===== src/rtl/core/s5gp_pkg.sv =====
// types, codes and constants shared by the socks5 greeting/request parser
package s5gp_pkg;

  // message type carried in the func field
  localparam logic FUNC_GREETING = 1'b0;
  localparam logic FUNC_CONNECT  = 1'b1;

  // result kinds
  localparam logic KIND_DOMAIN = 1'b0;
  localparam logic KIND_STATUS = 1'b1;

  // protocol byte values
  localparam logic [7:0] SOCKS_VERSION = 8'h05;
  localparam logic [7:0] CMD_CONNECT   = 8'h01;
  localparam logic [7:0] ATYP_IPV4     = 8'h01;
  localparam logic [7:0] ATYP_DOMAIN   = 8'h03;
  localparam logic [7:0] METHOD_NOAUTH = 8'h00;

  // byte positions and lengths
  localparam int unsigned CNT_W = 9;
  localparam logic [CNT_W-1:0] CNT_MAX        = '1;
  localparam logic [CNT_W-1:0] POS_VERSION    = 9'd0;
  localparam logic [CNT_W-1:0] POS_SECOND     = 9'd1;
  localparam logic [CNT_W-1:0] POS_METHODS    = 9'd2;
  localparam logic [CNT_W-1:0] POS_ATYP       = 9'd3;
  localparam logic [CNT_W-1:0] POS_ADDR_FIRST = 9'd4;
  localparam logic [CNT_W-1:0] POS_ADDR_LAST  = 9'd7;
  localparam logic [CNT_W-1:0] POS_NAME_FIRST = 9'd5;
  localparam logic [CNT_W-1:0] GREET_MIN_LEN  = 9'd3;
  localparam logic [CNT_W-1:0] GREET_HDR_LEN  = 9'd2;
  localparam logic [CNT_W-1:0] CONN_MIN_LEN   = 9'd4;
  localparam logic [CNT_W-1:0] CONN_DOM_MIN   = 9'd5;
  localparam logic [CNT_W-1:0] CONN_IPV4_LEN  = 9'd10;
  localparam logic [CNT_W-1:0] CONN_DOM_HDR   = 9'd7;

  // reported address types
  localparam logic [1:0] ADDR_NONE   = 2'd0;
  localparam logic [1:0] ADDR_IPV4   = 2'd1;
  localparam logic [1:0] ADDR_DOMAIN = 2'd2;

  // result queue
  localparam int unsigned QUEUE_DEPTH = 4;
  localparam int unsigned QUEUE_AW    = 2;
  localparam int unsigned QUEUE_CW    = 3;

  typedef enum logic [2:0] {
    ST_OK    = 3'd0,
    ST_MORE  = 3'd1,
    ST_VER   = 3'd2,
    ST_LEN   = 3'd3,
    ST_METH  = 3'd4,
    ST_UNSUP = 3'd5
  } s5gp_status_e;

  typedef struct packed {
    logic       func;
    logic [7:0] data_byte;
    logic       msg_end;
  } s5gp_in_t;

  typedef struct packed {
    logic        kind;
    logic [2:0]  status;
    logic [7:0]  domain_byte;
    logic [1:0]  address_type;
    logic [31:0] ipv4_address;
    logic [15:0] dest_port;
    logic [7:0]  name_length;
    logic        last;
  } s5gp_out_t;

  // results raised by one accepted byte, domain byte first
  typedef struct packed {
    logic      dom_vld;
    logic      end_vld;
    s5gp_out_t dom_res;
    s5gp_out_t end_res;
  } s5gp_push_t;

endpackage


===== src/rtl/core/s5gp_parse.sv =====
// message state registers and per-byte parse and status logic
module s5gp_parse import s5gp_pkg::*; #(
  parameter int unsigned MAX_GREETING_BYTES = 260
) (
  input  logic       clk_i,
  input  logic       rst_ni,
  input  logic       accept_i,
  input  s5gp_in_t   in_i,
  output s5gp_push_t push_o
);

  localparam logic [CNT_W-1:0] MaxPeek = CNT_W'(MAX_GREETING_BYTES);

  logic [CNT_W-1:0] cnt_q, cnt_d;
  logic             ver_q, ver_d;
  logic             cmd_q, cmd_d;
  logic [7:0]       len_q, len_d;
  logic [7:0]       atyp_q, atyp_d;
  logic             meth_q, meth_d;
  logic [31:0]      addr_q, addr_d;
  logic [15:0]      port_q, port_d;

  logic [CNT_W-1:0] idx;
  logic [CNT_W-1:0] n_bytes;
  logic [CNT_W-1:0] peek;
  logic [CNT_W-1:0] need_greet;
  logic [CNT_W-1:0] need_dom;
  logic [7:0]       b;
  logic             dom;
  s5gp_status_e     st_greet;
  s5gp_status_e     st_conn;
  s5gp_status_e     st;

  assign idx = cnt_q;
  assign b   = in_i.data_byte;

  // field capture
  always_comb begin
    ver_d  = (idx == POS_VERSION) ? (b == SOCKS_VERSION) : ver_q;
    cmd_d  = (idx == POS_SECOND) ? (b == CMD_CONNECT) : cmd_q;
    atyp_d = (idx == POS_ATYP) ? b : atyp_q;
    len_d  = len_q;
    if ((idx == POS_SECOND) && (in_i.func == FUNC_GREETING)) begin
      len_d = b;
    end
    if ((idx == POS_ADDR_FIRST) && (in_i.func == FUNC_CONNECT)) begin
      len_d = b;
    end
    meth_d = meth_q;
    if ((in_i.func == FUNC_GREETING) && (idx >= POS_METHODS) &&
        (idx < ({1'b0, len_q} + GREET_HDR_LEN)) && (b == METHOD_NOAUTH)) begin
      meth_d = 1'b1;
    end
    addr_d = ((idx >= POS_ADDR_FIRST) && (idx <= POS_ADDR_LAST)) ?
             {addr_q[23:0], b} : addr_q;
    port_d = {port_q[7:0], b};
    cnt_d  = (idx != CNT_MAX) ? idx + CNT_W'(1) : idx;
  end

  assign dom = (in_i.func == FUNC_CONNECT) && ver_q && cmd_q && (atyp_q == ATYP_DOMAIN) &&
               (idx >= POS_NAME_FIRST) && (idx < (POS_NAME_FIRST + {1'b0, len_q}));

  assign n_bytes    = cnt_d;
  assign peek       = (n_bytes < MaxPeek) ? n_bytes : MaxPeek;
  assign need_greet = {1'b0, len_d} + GREET_HDR_LEN;
  assign need_dom   = {1'b0, len_d} + CONN_DOM_HDR;

  always_comb begin
    if (peek < GREET_MIN_LEN) begin
      st_greet = ST_MORE;
    end else if (!ver_d) begin
      st_greet = ST_VER;
    end else if (peek < need_greet) begin
      st_greet = ST_MORE;
    end else if (peek > need_greet) begin
      st_greet = ST_LEN;
    end else begin
      st_greet = meth_d ? ST_OK : ST_METH;
    end
  end

  always_comb begin
    if (n_bytes < CONN_MIN_LEN) begin
      st_conn = ST_MORE;
    end else if (!ver_d) begin
      st_conn = ST_VER;
    end else if (!cmd_d) begin
      st_conn = ST_UNSUP;
    end else if (atyp_d == ATYP_IPV4) begin
      if (n_bytes < CONN_IPV4_LEN) begin
        st_conn = ST_MORE;
      end else if (n_bytes > CONN_IPV4_LEN) begin
        st_conn = ST_LEN;
      end else begin
        st_conn = ST_OK;
      end
    end else if (atyp_d == ATYP_DOMAIN) begin
      if (n_bytes < CONN_DOM_MIN) begin
        st_conn = ST_MORE;
      end else if (n_bytes < need_dom) begin
        st_conn = ST_MORE;
      end else if (n_bytes > need_dom) begin
        st_conn = ST_LEN;
      end else begin
        st_conn = ST_OK;
      end
    end else begin
      st_conn = ST_UNSUP;
    end
  end

  assign st = (in_i.func == FUNC_GREETING) ? st_greet : st_conn;

  always_comb begin
    push_o = '0;
    push_o.dom_vld             = accept_i & dom;
    push_o.end_vld             = accept_i & in_i.msg_end;
    push_o.dom_res.kind        = KIND_DOMAIN;
    push_o.dom_res.status      = ST_OK;
    push_o.dom_res.domain_byte = b;
    push_o.dom_res.last        = ~in_i.msg_end;
    push_o.end_res.kind        = KIND_STATUS;
    push_o.end_res.status      = st;
    push_o.end_res.last        = 1'b1;
    if ((in_i.func == FUNC_CONNECT) && (st == ST_OK)) begin
      push_o.end_res.dest_port = port_d;
      if (atyp_d == ATYP_IPV4) begin
        push_o.end_res.address_type = ADDR_IPV4;
        push_o.end_res.ipv4_address = addr_d;
      end else begin
        push_o.end_res.address_type = ADDR_DOMAIN;
        push_o.end_res.name_length  = len_d;
      end
    end
  end

  always_ff @(posedge clk_i or negedge rst_ni) begin
    if (!rst_ni) begin
      cnt_q  <= '0;
      ver_q  <= 1'b0;
      cmd_q  <= 1'b0;
      len_q  <= '0;
      atyp_q <= '0;
      meth_q <= 1'b0;
      addr_q <= '0;
      port_q <= '0;
    end else if (accept_i) begin
      if (in_i.msg_end) begin
        cnt_q  <= '0;
        ver_q  <= 1'b0;
        cmd_q  <= 1'b0;
        len_q  <= '0;
        atyp_q <= '0;
        meth_q <= 1'b0;
        addr_q <= '0;
        port_q <= '0;
      end else begin
        cnt_q  <= cnt_d;
        ver_q  <= ver_d;
        cmd_q  <= cmd_d;
        len_q  <= len_d;
        atyp_q <= atyp_d;
        meth_q <= meth_d;
        addr_q <= addr_d;
        port_q <= port_d;
      end
    end
  end

endmodule


===== src/rtl/core/s5gp_outq.sv =====
// small queue: up to two results in per cycle, one out unless stalled
module s5gp_outq import s5gp_pkg::*; (
  input  logic       clk_i,
  input  logic       rst_ni,
  input  s5gp_push_t push_i,
  output logic       room_o,
  output logic       out_valid_o,
  input  logic       out_stall_i,
  output s5gp_out_t  out_data_o
);

  s5gp_out_t entry_q [QUEUE_DEPTH];

  logic [QUEUE_AW-1:0] wr_ptr_q, wr_ptr_d;
  logic [QUEUE_AW-1:0] rd_ptr_q, rd_ptr_d;
  logic [QUEUE_CW-1:0] count_q, count_d;
  logic [QUEUE_AW-1:0] wr_ptr_next;
  logic [QUEUE_CW-1:0] n_push;
  logic                pop;
  s5gp_out_t           first;

  assign first       = push_i.dom_vld ? push_i.dom_res : push_i.end_res;
  assign n_push      = QUEUE_CW'(push_i.dom_vld) + QUEUE_CW'(push_i.end_vld);
  assign wr_ptr_next = wr_ptr_q + QUEUE_AW'(1);

  assign out_valid_o = (count_q != '0);
  assign out_data_o  = entry_q[rd_ptr_q];
  assign pop         = out_valid_o & ~out_stall_i;
  // room for the two results one byte can raise
  assign room_o      = (count_q <= QUEUE_CW'(QUEUE_DEPTH - 2));

  assign wr_ptr_d = wr_ptr_q + n_push[QUEUE_AW-1:0];
  assign rd_ptr_d = rd_ptr_q + QUEUE_AW'(pop);
  assign count_d  = count_q + n_push - QUEUE_CW'(pop);

  always_ff @(posedge clk_i) begin
    if (push_i.dom_vld || push_i.end_vld) begin
      entry_q[wr_ptr_q] <= first;
    end
    if (push_i.dom_vld && push_i.end_vld) begin
      entry_q[wr_ptr_next] <= push_i.end_res;
    end
  end

  always_ff @(posedge clk_i or negedge rst_ni) begin
    if (!rst_ni) begin
      wr_ptr_q <= '0;
      rd_ptr_q <= '0;
      count_q  <= '0;
    end else begin
      wr_ptr_q <= wr_ptr_d;
      rd_ptr_q <= rd_ptr_d;
      count_q  <= count_d;
    end
  end

endmodule


===== src/rtl/core/socks5_greeting_request_parser.sv =====
// top level of the socks5 greeting and connect request parser
// takes one message byte per transfer and works through the message as the
// bytes arrive: a greeting (version, method count, methods) or a connect
// request (version, command, reserved, address type, ipv4 or domain address,
// port), chosen by func on each byte. every name byte of a well formed
// domain request comes out as a kind 0 transfer, and the byte flagged
// msg_end raises a kind 1 transfer with the status and, for an ok connect
// request, the decoded address and port, after which all message state
// clears. a byte is taken every clock cycle; its results are written into a
// four-entry result queue at the same clock edge as the byte transfer and
// leave at one per cycle while the far side does not stall, so the input
// stalls only while fewer than two queue entries are free, which happens
// only when the far side stalls or a name byte and the status fall on the
// same byte. there is no configuration and no clearing pass after reset.
module socks5_greeting_request_parser import s5gp_pkg::*; #(
  parameter int unsigned MAX_GREETING_BYTES = 260
) (
  input  logic      clk_i,
  input  logic      rst_ni,
  input  logic      in_valid_i,
  output logic      in_stall_o,
  input  s5gp_in_t  in_data_i,
  output logic      out_valid_o,
  input  logic      out_stall_i,
  output s5gp_out_t out_data_o
);

  logic       accept;
  logic       room;
  s5gp_push_t push;

  // a byte transfer needs room for a name byte plus a status
  assign in_stall_o = ~room;
  assign accept     = in_valid_i & room;

  // field capture, length checks and status decision
  s5gp_parse #(
    .MAX_GREETING_BYTES(MAX_GREETING_BYTES)
  ) u_parse (
    .clk_i   (clk_i),
    .rst_ni  (rst_ni),
    .accept_i(accept),
    .in_i    (in_data_i),
    .push_o  (push)
  );

  // results wait here until the far side takes them
  s5gp_outq u_outq (
    .clk_i      (clk_i),
    .rst_ni     (rst_ni),
    .push_i     (push),
    .room_o     (room),
    .out_valid_o(out_valid_o),
    .out_stall_i(out_stall_i),
    .out_data_o (out_data_o)
  );

endmodule


===== config.mk =====
export PLATFORM = sky130hd
export DESIGN_NAME = socks5_greeting_request_parser
export DESIGN_NICKNAME = d
export VERILOG_FILES = /design/src/rtl/core/s5gp_pkg.sv /design/src/rtl/core/s5gp_parse.sv /design/src/rtl/core/s5gp_outq.sv /design/src/rtl/core/socks5_greeting_request_parser.sv
export SDC_FILE = /design/constraint.sdc
export NUM_CORES = 1
export LEC_CHECK = 0
export BUFFER_PORTS_ARGS = -buffer_cell sky130_fd_sc_hd__buf_4
export CAP_MARGIN = 20
export CELL_PAD_IN_SITES_DETAIL_PLACEMENT = 0
export CELL_PAD_IN_SITES_GLOBAL_PLACEMENT = 1
export CORE_MARGIN = 10
export CORE_UTILIZATION = 45
export CTS_CLUSTER_DIAMETER = 200
export DETAILED_ROUTE_END_ITERATION = 8
export PLACE_DENSITY = 0.76
export SETUP_SLACK_MARGIN = 0.3
export SYNTH_ARGS = -nofsm -noshare
export SYNTH_HDL_FRONTEND = slang
export SYNTH_SLANG_ARGS = --single-unit

===== constraint.sdc =====
create_clock -name clk_i -period 7.7 [get_ports clk_i]
set_input_delay 0.385 -clock clk_i [delete_from_list [all_inputs] [get_ports clk_i]]
set_output_delay 0.385 -clock clk_i [all_outputs]
set_load 0.005 [all_outputs]

==> out/results.tsv, run 1 <==
metric	value	unit
syn_to_final_growth	12.8	%
arrival	6.37	ns
path_cells	nor4_1, o211ai_1, buf_4, mux2i_1, inv_1, o31ai_1, nand2_1, xnor2_1, ha_1, o21ai_0, a21oi_1, o31ai_1, o21ai_0, and4_1, a21o_4, buf_4, nor3_1	
path_clk_slew	0.06	ns
die_w	223	µm
nets	1567	
p_int	4.72	mW
async_flop_share	20.9	%
pwr-share-seq	36.0	%
pwr-share-clk	26.0	%
tightestPinTransition	1.10	ns
io_buffer_count	86	
endpoint_kind	flop	
dr.pass1.iters	5	
worstSetupEndpoint	u_outq.entry_q[2][13]	
finalPower	7.55	mW
cts_hold_buf	0	
worst-path-stages	17	
drive_above_1_share	21.2	%
synth_warnings	0	
tritoncts	yes	
p_sw_share	37.5	%
antenna_found_initial	0	
wirelength	49.3	mm
worst_path_largest_cell_delay	0.83	ns
grt.busiest_layer	met2	
avgSynthCellArea	12.5	µm²
fin_crit_sh	79.4	%
fin_cells	2064	
hold_viol_final	0	
wl_per_cell	23.9	µm
cts_buffer_depth	3	
crit_required	7.96	ns
crit_buf_inv	3	
postRouteAntennaNets	0	
drt_iter0_drc	1076	
startpoint	u_parse.cnt_q[3]	
vias_per_cell	6.20	
ys_seq_area_share	53.8	%
critPathLaunchType	flop	
final_cell_mix	edfxtp_1 (244), nand2_1 (151), buf_4 (106), nor2_1 (76), dfrtp_1 (73)	
track_usage	19.5	%
ctsResizeCount	0	
die-area	49800	µm²
use_met1	26.2	%
chipHeight	223	µm
status	completed	
synthFlopType	edfxtp_1	
postCtsSetupBuffers	0	
skew	0.0189	ns
syn_inst	1492	
ys_types	77	
rsz0062_at_grt	no	
cts_root_buf	clkbuf_16	
hold_class	input port to flop	
start_util	45.5	%
post-place-cells	1990	
switching_power	2.83	mW
clk_latency	0.54	ns
setup_violations	0	
relSlewSlack	26.9	%
max_freq	163	MHz
p_comb_share	37.9	%
cts_made_buffers	39	
dr_total_vias	12790	
rrSetupSlack	1.58	ns
cpMaxStageDelayCell	nor4_1	
grt.met3_usage	4.76	%
drc	0	
timing.rr.start	u_parse.cnt_q[3]	
min_period	6.12	ns
crit_type	flop to flop	
layout_commonest_cell	edfxtp_1	
core_area	40800	µm²
p_per_area	360	nW/µm²
htree_levels	2	
io_pins	87	
grt_max_degree	97	
n_antenna_cell	0	
path_max_fanout	79	
timing.rr.end	u_outq.entry_q[2][13]	
grt_overflow_total	0	
vdd_drop_max	0.182	mV
p_leak	7.41	nW
synth_fp_nets	1557	
synthesis.area	18600	µm²
grt_pass1_wl	77.5	mm
ys_ff_latch	359	
r2r_cells	17	
grt_pass1_vias	12782	
fin_tns_setup	0	ns
row_count	74	
cts.sinks	359	
grt_use_met2	30.6	%
maxCapViolations	0	
path_delay_family	compound AO/OA/AOI/OAI gates	
synth_edf_count	244	
slew_violations	0	
dpl.hpwl	29.8	mm
gp_congestion	0.877	
==> state kept, by name (all words and copies together) (netlist names) <==
name and flops:
u_parse.cnt_q 9, u_outq.entry_q 284, u_parse.ver_q 1, u_parse.addr_q 32, u_parse.meth_q 1, u_outq.rd_ptr_q 2, u_parse.len_q 8, u_parse.cmd_q 1
u_outq.count_q 3, u_outq.wr_ptr_q 2, u_parse.atyp_q 8, u_parse.port_q 8
==> layer usage <==
layer / up-vias / wire length, µm / part of all wire, %
met5: - / 0 / 0
met4: 0 / 1120 / 2.3
met3: 78 / 3950 / 8.0
met2: 464 / 23000 / 47
met1: 6425 / 21300 / 43
li1: 5823 / - / -
==> kinds of logic after synthesis <==
logic type	synth area share [%]
XOR/XNOR	1.46
multiplexers	11.3
adder cells (fa/ha/maj)	3.47
buffers and inverters	4.40
flip-flops	53.8
AND/OR/NAND/NOR	17.8
AO/OA/AOI/OAI	7.66
==> worst register-to-register path, delay by kind of cell, from the launching register on <==
kind | cells | cell delay [ns]
buffers and inverters | 3 | 1.10
AOI/OAI and AO/OA | 7 | 1.94
xor gates and xnor gates | 1 | 0.14
adders and majority gates | 1 | 0.31
and+or+nand+nor | 4 | 1.41
DFF | 1 | 0.55
muxes | 1 | 0.39
==> cell usage after synthesis, types with 40 or more instances <==
| master | instances | area, µm² |
|---|---|---|
| mux4_2 | 71 | 1600 |
| edfxtp_1 | 244 | 7330 |
| o21ai_0 | 43 | 215 |
| a22o_1 | 58 | 508 |
| clkbuf_1 | 76 | 285 |
| nor4_1 | 72 | 450 |
| mux2i_1 | 43 | 430 |
| nor3_1 | 72 | 360 |
| dfrtp_1 | 75 | 1880 |
| dfxtp_1 | 40 | 801 |
| buf_2 | 40 | 200 |
| nor4b_1 | 70 | 613 |
| ha_1 | 50 | 626 |
| nor2_1 | 76 | 285 |
| nand2_1 | 151 | 567 |
==> power groups by stage <==
stage,Clock [mW],Combinational (mW),Sequential (mW)
after global routing,2.07,3.12,2.77
after global placement,0,2.86,2.75
final,1.97,2.86,2.72
after detailed placement,0,2.87,2.77
after CTS,2.00,2.88,2.73
after floorplan,0,2.02,2.56
==> how the worst min path moves through the flow <==
stage          depth (start not counted)                  start                     to
2_1_floorplan                          0                 rst_ni      u_outq.count_q[0]
3_3_place_gp                           2  u_outq.entry_q[3][70]  u_outq.entry_q[3][70]
3_5_place_dp                           2  u_outq.entry_q[2][70]  u_outq.entry_q[2][70]
4_1_cts                                1                 rst_ni     u_parse.addr_q[11]
5_1_grt                                2           in_data_i[0]   u_outq.entry_q[2][0]
6_report                               2           in_data_i[0]   u_outq.entry_q[0][0]
==> per-stage QoR <==
step	cell area, µm²	setup WS [ns]	hold slack [ns]	util (%)
after floorplan	18600	1.44	0.0894	-
after global placement	19500	1.74	0.432	47.8
after detailed placement	19500	1.71	0.439	47.8
after CTS	20900	1.72	0.0562	51.2
after global routing	21000	1.13	0.136	51.3
final	21000	1.58	0.137	51.3
==> layout make-up <==
type                    instances  area (µm²)
flip-flops and latches        359       10000
fillers                      3464       19900
repair buffers                113         932
clock buffers                  49        1100
clock inverters                22         256
well taps                     532         666
multi-input cells             956        7870
inverters                      33         124
Note: power is estimated with default switching activity, not from simulation.
==> run 2, diff against run 1 <==
==> constraint.sdc (replaced) <==
create_clock -name clk_i -period 5.9 [get_ports clk_i]
set_input_delay 0.295 -clock clk_i [delete_from_list [all_inputs] [get_ports clk_i]]
set_output_delay 0.295 -clock clk_i [all_outputs]
set_load 0.005 [all_outputs]
==> run 2 against run 1 <==
Effect of this change: non-clock buffer count rose by 22; clock-buffer cell count rose by 7; sequential share of layout area shrank 0.47 points; die area unchanged; cell area increased by 0.98%; total power rose by 31%; critical endpoint is now u_outq.entry_q[0][45]; largest cell class unchanged; highest routed layer unchanged.
==> out/results.tsv, run 2 (synthesis results as in run 1) <==
metric	value	unit	change
status	completed		unchanged
path_max_fanout	16		was 79
rrSetupSlack	0.61	ns	was 1.58 ns
io_pins	87		unchanged
grt_pass1_vias	12855		was 12,782
tritoncts	yes		unchanged
n_antenna_cell	0		unchanged
min_period	5.29	ns	was 6.12 ns
drt_iter0_drc	1005		was 1,076
path_clk_slew	0.06	ns	about the same
fin_tns_setup	0	ns	unchanged
pwr-share-clk	24.8	%	was 26.0%
hold_viol_final	0		unchanged
regMostFlops	u_outq.entry_q		unchanged
p_int	6.15	mW	was 4.72 mW
vias_per_cell	6.21		was 6.20
critPathLaunchType	flop		unchanged
holdPathStages	2		unchanged
endpoint_kind	flop		unchanged
fillers	3497		was 3,464
io_buffer_count	86		unchanged
core_area	40800	µm²	unchanged
die-area	49800	µm²	unchanged
crit_required	6.14	ns	was 7.96 ns
fin_crit_sh	89.6	%	was 79.4%
wirelength	51.0	mm	was 49.3 mm
p_per_area	468	nW/µm²	was 360 nW/µm²
syn_to_final_growth	13.9	%	was 12.8%
top_regs	u_outq.entry_q: 284 flops, u_parse.addr_q: 32 flops, u_parse.cnt_q: 9 flops		unchanged
slew_violations	0		unchanged
wl_per_cell	24.4	µm	was 23.9 µm
nets	1592		was 1,567
die_w	223	µm	unchanged
rsz0062_at_grt	no		unchanged
cts.sinks	359		unchanged
start_util	45.5	%	unchanged
clk_latency	0.54	ns	about the same
grt_pass1_wl	78.2	mm	was 77.5 mm
dpl.hpwl	31.3	mm	was 29.8 mm
hold_class	input port to flop		unchanged
chipHeight	223	µm	unchanged
p_sw_share	37.8	%	was 37.5%
setup_violations	0		unchanged
startpoint	u_parse.cnt_q[0]		was u_parse.cnt_q[3]
grt_max_degree	63		was 97
cts_made_buffers	40		was 39
crit_type	flop to flop		unchanged
antenna_found_initial	0		unchanged
timing.rr.start	u_parse.cnt_q[0]		was u_parse.cnt_q[3]
cts_buffer_depth	3		unchanged
grt_overflow_total	0		unchanged
pwr-share-seq	36.0	%	about the same
hold_start	in_data_i[0]		unchanged
final_cell_mix	edfxtp_1 (244), nand2_1 (151), buf_4 (124), nor2_1 (76), dfrtp_1 (73)		was edfxtp_1 (244), nand2_1 (151), buf_4 (106), nor2_1 (76), dfrtp_1 (73)
max_freq	189	MHz	was 163 MHz
drc	0		unchanged
tightestPinTransition	0.993	ns	was 1.10 ns
row_count	74		unchanged
p_leak	7.50	nW	was 7.41 nW
cts_root_buf	clkbuf_16		unchanged
htree_levels	2		unchanged
drive_above_1_share	22.8	%	was 21.2%
dr.pass1.iters	5		unchanged
r2r_cells	18		was 17
arrival	5.53	ns	was 6.37 ns
skew	0.0194	ns	was 0.0189 ns
largest_register_ffs	284		unchanged
vdd_drop_max	0.282	mV	was 0.182 mV
track_usage	19.8	%	was 19.5%
gp_congestion	0.937		was 0.877
post-route-util	51.8	%	was 51.3%
relSlewSlack	33.4	%	was 26.9%
p_comb_share	39.2	%	was 37.9%
dr_total_vias	12974		was 12,790
switching_power	3.74	mW	was 2.83 mW
maxCapViolations	0		unchanged
postRouteAntennaNets	0		unchanged
layout_commonest_cell	edfxtp_1		unchanged
## run 2: cell count changes in the layout (fill, tap and decap cells not counted), sizes merged
cell and change:
bufinv -4, clkbuf +7, clkinv -1, buf +22, inv -2, clkinvlp +2
and3 +2
## run 2: layout make-up
| type | instances | area [µm²] | share of cell area [%] |
|---|---|---|---|
| clock buffer | 56 | 1160 | 5.50 |
| clock inverter | 17 | 140 | 0.662 |
| inverter | 33 | 139 | 0.656 |
| multi-input combinational | 958 | 7900 | 37.3 |
| sequential | 359 | 10000 | 47.3 |
| tap | 532 | 666 | 3.15 |
| timing repair buffer | 135 | 1140 | 5.39 |
## run 2: power groups by stage
stage          Clock (mW)  Sequential [mW]  Combinational, mW
2_1_floorplan           0             3.33               2.64
3_3_place_gp            0             3.59               3.78
3_5_place_dp            0             3.62               3.81
4_1_cts              2.49             3.56               3.82
5_1_grt              2.59             3.62               4.21
6_report             2.45             3.56               3.88
## run 2: routing by layer
metal	wire length, µm	track usage, %	vias up
met5	0	0	-
met3	3860	3.86	67
li1	-	-	5868
met1	22100	27.4	6529
met2	24000	31.0	510
met4	1050	5.45	0
## run 2: final timing paths
| path | endpoint |
|---|---|
| min in group asynchronous | u_parse.cnt_q[5] |
| max | u_outq.entry_q[0][45] |
| min reg2reg | u_outq.entry_q[3][70] |
| max reg2reg | u_outq.entry_q[0][45] |
| max in group asynchronous | u_parse.addr_q[12] |
| min | u_outq.entry_q[0][0] |
## run 2: per-stage QoR
step	total power, mW	hold WS, ns	area, µm²	std cells	setup WS, ns
2_1_floorplan	5.97	-0.000591	18600	1492	0.364
3_3_place_gp	7.37	0.175	19700	2005	0.580
3_5_place_dp	7.43	0.174	19700	2005	0.426
4_1_cts	9.88	0.0399	21000	2079	0.407
5_1_grt	10.4	0.0490	21200	2090	0.299
6_report	9.90	0.0498	21200	2090	0.611
## run 2: repair_timing
item	4_1_cts	5_1_grt
endpoints found under the hold margin	13	0
hold buffers	1	0
setup buffers	0	8
endpoints found under the setup margin	0	234
gates resized for setup	0	5
## run 2: critical path, cell delays in order (launching register included)
cell,delay (ns)
dfrtp_1,0.60
inv_1,0.16
ha_1,0.24
and3_1,0.18
o211ai_1,0.17
buf_4,0.25
mux2_2,0.45
inv_1,0.23
nor2_1,0.11
nand2_1,0.09
xnor2_1,0.13
ha_1,0.27
a2111oi_0,0.44
a221o_1,0.29
a21oi_1,0.14
o221ai_2,0.39
and3_4,0.47
buf_4,0.29
nor4b_1,0.07
==> run 3, diff against run 2 <==
--- a/config.mk
+++ b/config.mk
@@ -9,10 +9,12 @@
 export CAP_MARGIN = 20
 export CELL_PAD_IN_SITES_DETAIL_PLACEMENT = 0
 export CELL_PAD_IN_SITES_GLOBAL_PLACEMENT = 1
+export CORE_ASPECT_RATIO = 1.75
 export CORE_MARGIN = 10
 export CORE_UTILIZATION = 45
 export CTS_CLUSTER_DIAMETER = 200
 export DETAILED_ROUTE_END_ITERATION = 8
+export GPL_TIMING_DRIVEN = 0
 export PLACE_DENSITY = 0.76
 export SETUP_SLACK_MARGIN = 0.3
 export SYNTH_ARGS = -nofsm -noshare
==> run 3 against run 2 <==
Effect of this change: hold slack gained 0.091 ns; die area grew 0.64%; wire length grew 17%; largest cell class unchanged; global-route usage grew 3.4 points; sequential share of layout area shrank 1.3 points; first-iteration DRC count shrank 0.40%; clock power shrank 7%; critical path depth grew 1; fmax shrank 3.1%.
==> out/results.tsv, run 3 (synthesis results as in run 1) <==
metric	value	unit	change
row_count	98		was 74
drt_iter0_drc	1001		was 1,005
layout_commonest_cell	edfxtp_1		unchanged
drc	0		unchanged
skew	0.0304	ns	was 0.0194 ns
crit_required	6.19	ns	was 6.14 ns
final_cell_mix	edfxtp_1 (244), nand2_1 (150), buf_4 (111), nor2_1 (75)		was edfxtp_1 (244), nand2_1 (151), buf_4 (124), nor2_1 (76), dfrtp_1 (73)
dr.pass1.iters	7		was 5
fin_cells	2218		was 2,090
top_regs	u_outq.entry_q: 284 flops, u_parse.addr_q: 32 flops, u_parse.cnt_q: 9 flops		unchanged
p_per_area	473	nW/µm²	was 468 nW/µm²
track_usage	23.2	%	was 19.8%
max_freq	183	MHz	was 189 MHz
r2r_cells	19		was 18
tightestPinTransition	1.07	ns	was 0.993 ns
chipHeight	289	µm	was 223 µm
largest_register_ffs	284		unchanged
grt_pass1_vias	14186		was 12,855
start_util	45.5	%	unchanged
rsz0062_at_grt	yes		was no
wirelength	59.8	mm	was 51.0 mm
antenna_found_initial	0		unchanged
fin_crit_sh	92.5	%	was 89.6%
post-place-cells	2132		was 2,005
die-area	50100	µm²	was 49,800 µm²
clk_latency	0.55	ns	was 0.54 ns
wl_per_cell	26.9	µm	was 24.4 µm
p_leak	7.72	nW	was 7.50 nW
vdd_drop_max	0.246	mV	was 0.282 mV
tritoncts	yes		unchanged
path_clk_slew	0.08	ns	was 0.06 ns
gp_congestion	0.930		was 0.937
syn_to_final_growth	17.1	%	was 13.9%
fin_tns_setup	0	ns	unchanged
setup_violations	0		unchanged
cts.sinks	359		unchanged
htree_levels	2		unchanged
grt_overflow_total	0		unchanged
timing.rr.start	u_parse.cnt_q[1]		was u_parse.cnt_q[0]
postRouteAntennaNets	0		unchanged
regMostFlops	u_outq.entry_q		unchanged
cts_root_buf	clkbuf_16		unchanged
grt_pass1_wl	88.9	mm	was 78.2 mm
vias_per_cell	6.24		was 6.21
cts_made_buffers	34		was 40
dr_total_vias	13848		was 12,974
arrival	5.75	ns	was 5.53 ns
dpl.hpwl	42.6	mm	was 31.3 mm
timing.rr.end	u_outq.entry_q[2][48]		was u_outq.entry_q[0][45]
io_pins	87		unchanged
min_period	5.46	ns	was 5.29 ns
cts_buffer_depth	3		unchanged
n_antenna_cell	0		unchanged
relSlewSlack	27.9	%	was 33.4%
critPathLaunchType	flop		unchanged
die_w	174	µm	was 223 µm
maxCapViolations	0		unchanged
slew_violations	0		unchanged
endpoint_kind	flop		unchanged
fillers	3475		was 3,497
rrSetupSlack	0.44	ns	was 0.61 ns
status	completed		unchanged
nets	1708		was 1,592
final_area	21800	µm²	was 21,200 µm²
path_max_fanout	11		was 16
io_buffer_count	84		was 86
crit_type	flop to flop		unchanged
grt_max_degree	76		was 63
hold_class	input port to async pin		was input port to flop
place_area	20100	µm²	was 19,700 µm²
core_area	40800	µm²	unchanged
hold_viol_final	0		unchanged
drive_above_1_share	25.8	%	was 22.8%
==> run 3: cell count changes in the layout (fill, tap and decap cells not counted), moves of 6 or more <==
cell,delta
buf_1,+7
buf_2,+41
buf_4,-13
buf_6,+10
clkbuf_1,+57
clkbuf_16,-6
clkbuf_2,+14
clkbuf_4,+7
nor4b_1,-18
nor4b_2,+12
nor4b_4,+6
==> run 3: where the power goes <==
part	switching, mW	internal (mW)
combinational	2.87	1.77
sequential	0.219	3.15
clock	0.993	1.28
==> run 3: final cells by class <==
cell class / instances / area (µm²) / share of cell area (%)
Timing Repair Buffer: 113 / 986 / 4.53
Clock buffer: 48 / 965 / 4.43
Inverter: 33 / 143 / 0.655
Multi-Input combinational cell: 956 / 8060 / 37.0
Timing Repair inverter: 2 / 10.0 / 0.0460
Clock inverter: 13 / 154 / 0.707
Tap cell: 550 / 688 / 3.16
Buffer: 144 / 749 / 3.44
Sequential cell: 359 / 10000 / 46.0
==> run 3: worst max path at each step <==
stage,depth (start not counted),startpoint,slack [ns],to
2_1_floorplan,23,u_parse.len_q[2],0.36,u_outq.entry_q[1][15]
3_3_place_gp,21,u_parse.len_q[2],-2.36,u_outq.entry_q[2][51]
3_5_place_dp,21,u_parse.len_q[2],-1.60,u_outq.entry_q[2][54]
4_1_cts,23,u_parse.len_q[2],0.30,u_outq.entry_q[1][54]
5_1_grt,22,u_parse.len_q[2],0.23,u_outq.entry_q[2][21]
6_report,19,u_parse.cnt_q[1],0.44,u_outq.entry_q[2][48]
==> run 3: timing repair <==
item	CTS	global route
endpoints found under the hold margin	26	0
resized for setup	47	59
setup endpoints to repair	310	276
hold buffers	1	0
pin swaps	4	1
gates cloned	2	1
buffers inserted	12	7
==> run 3: per-stage QoR <==
step | setup WS, ns | total power, mW | utilization (%) | hold WS, ns
after detailed placement | -1.60 | 7.81 | 49.1 | 0.438
after global placement | -2.36 | 7.71 | 48.8 | 0.429
after floorplan | 0.364 | 5.97 | - | -0.000591
final | 0.441 | 10.3 | 53.3 | 0.141
after global routing | 0.231 | 10.7 | 53.3 | 0.152
after CTS | 0.301 | 10.2 | 52.5 | 0.230
==> run 3: critical path, stage by stage (launching register included) <==
cell and delay, ns:
dfrtp_2 0.51, ha_1 0.21, buf_4 0.16, and3_1 0.18, clkbuf_2 0.18, and3_1 0.24
o21ai_2 0.41, a41oi_2 0.29, or2_2 0.37, ha_1 0.18, nand2b_1 0.15, a211o_1 0.30
a221o_1 0.34, a21oi_1 0.28, o221ai_1 0.19, and3_1 0.22, buf_2 0.18, buf_6 0.17
buf_2 0.21, nor4b_2 0.38
==> run 3: metal layers <==
layer / vias up / wire length [µm] / GRT usage, %
met1: 7031 / 20700 / 24.2
li1: 6083 / - / -
met4: 0 / 3620 / 13.4
met2: 566 / 32600 / 43.9
met3: 168 / 2890 / 2.93
met5: - / 0 / 0
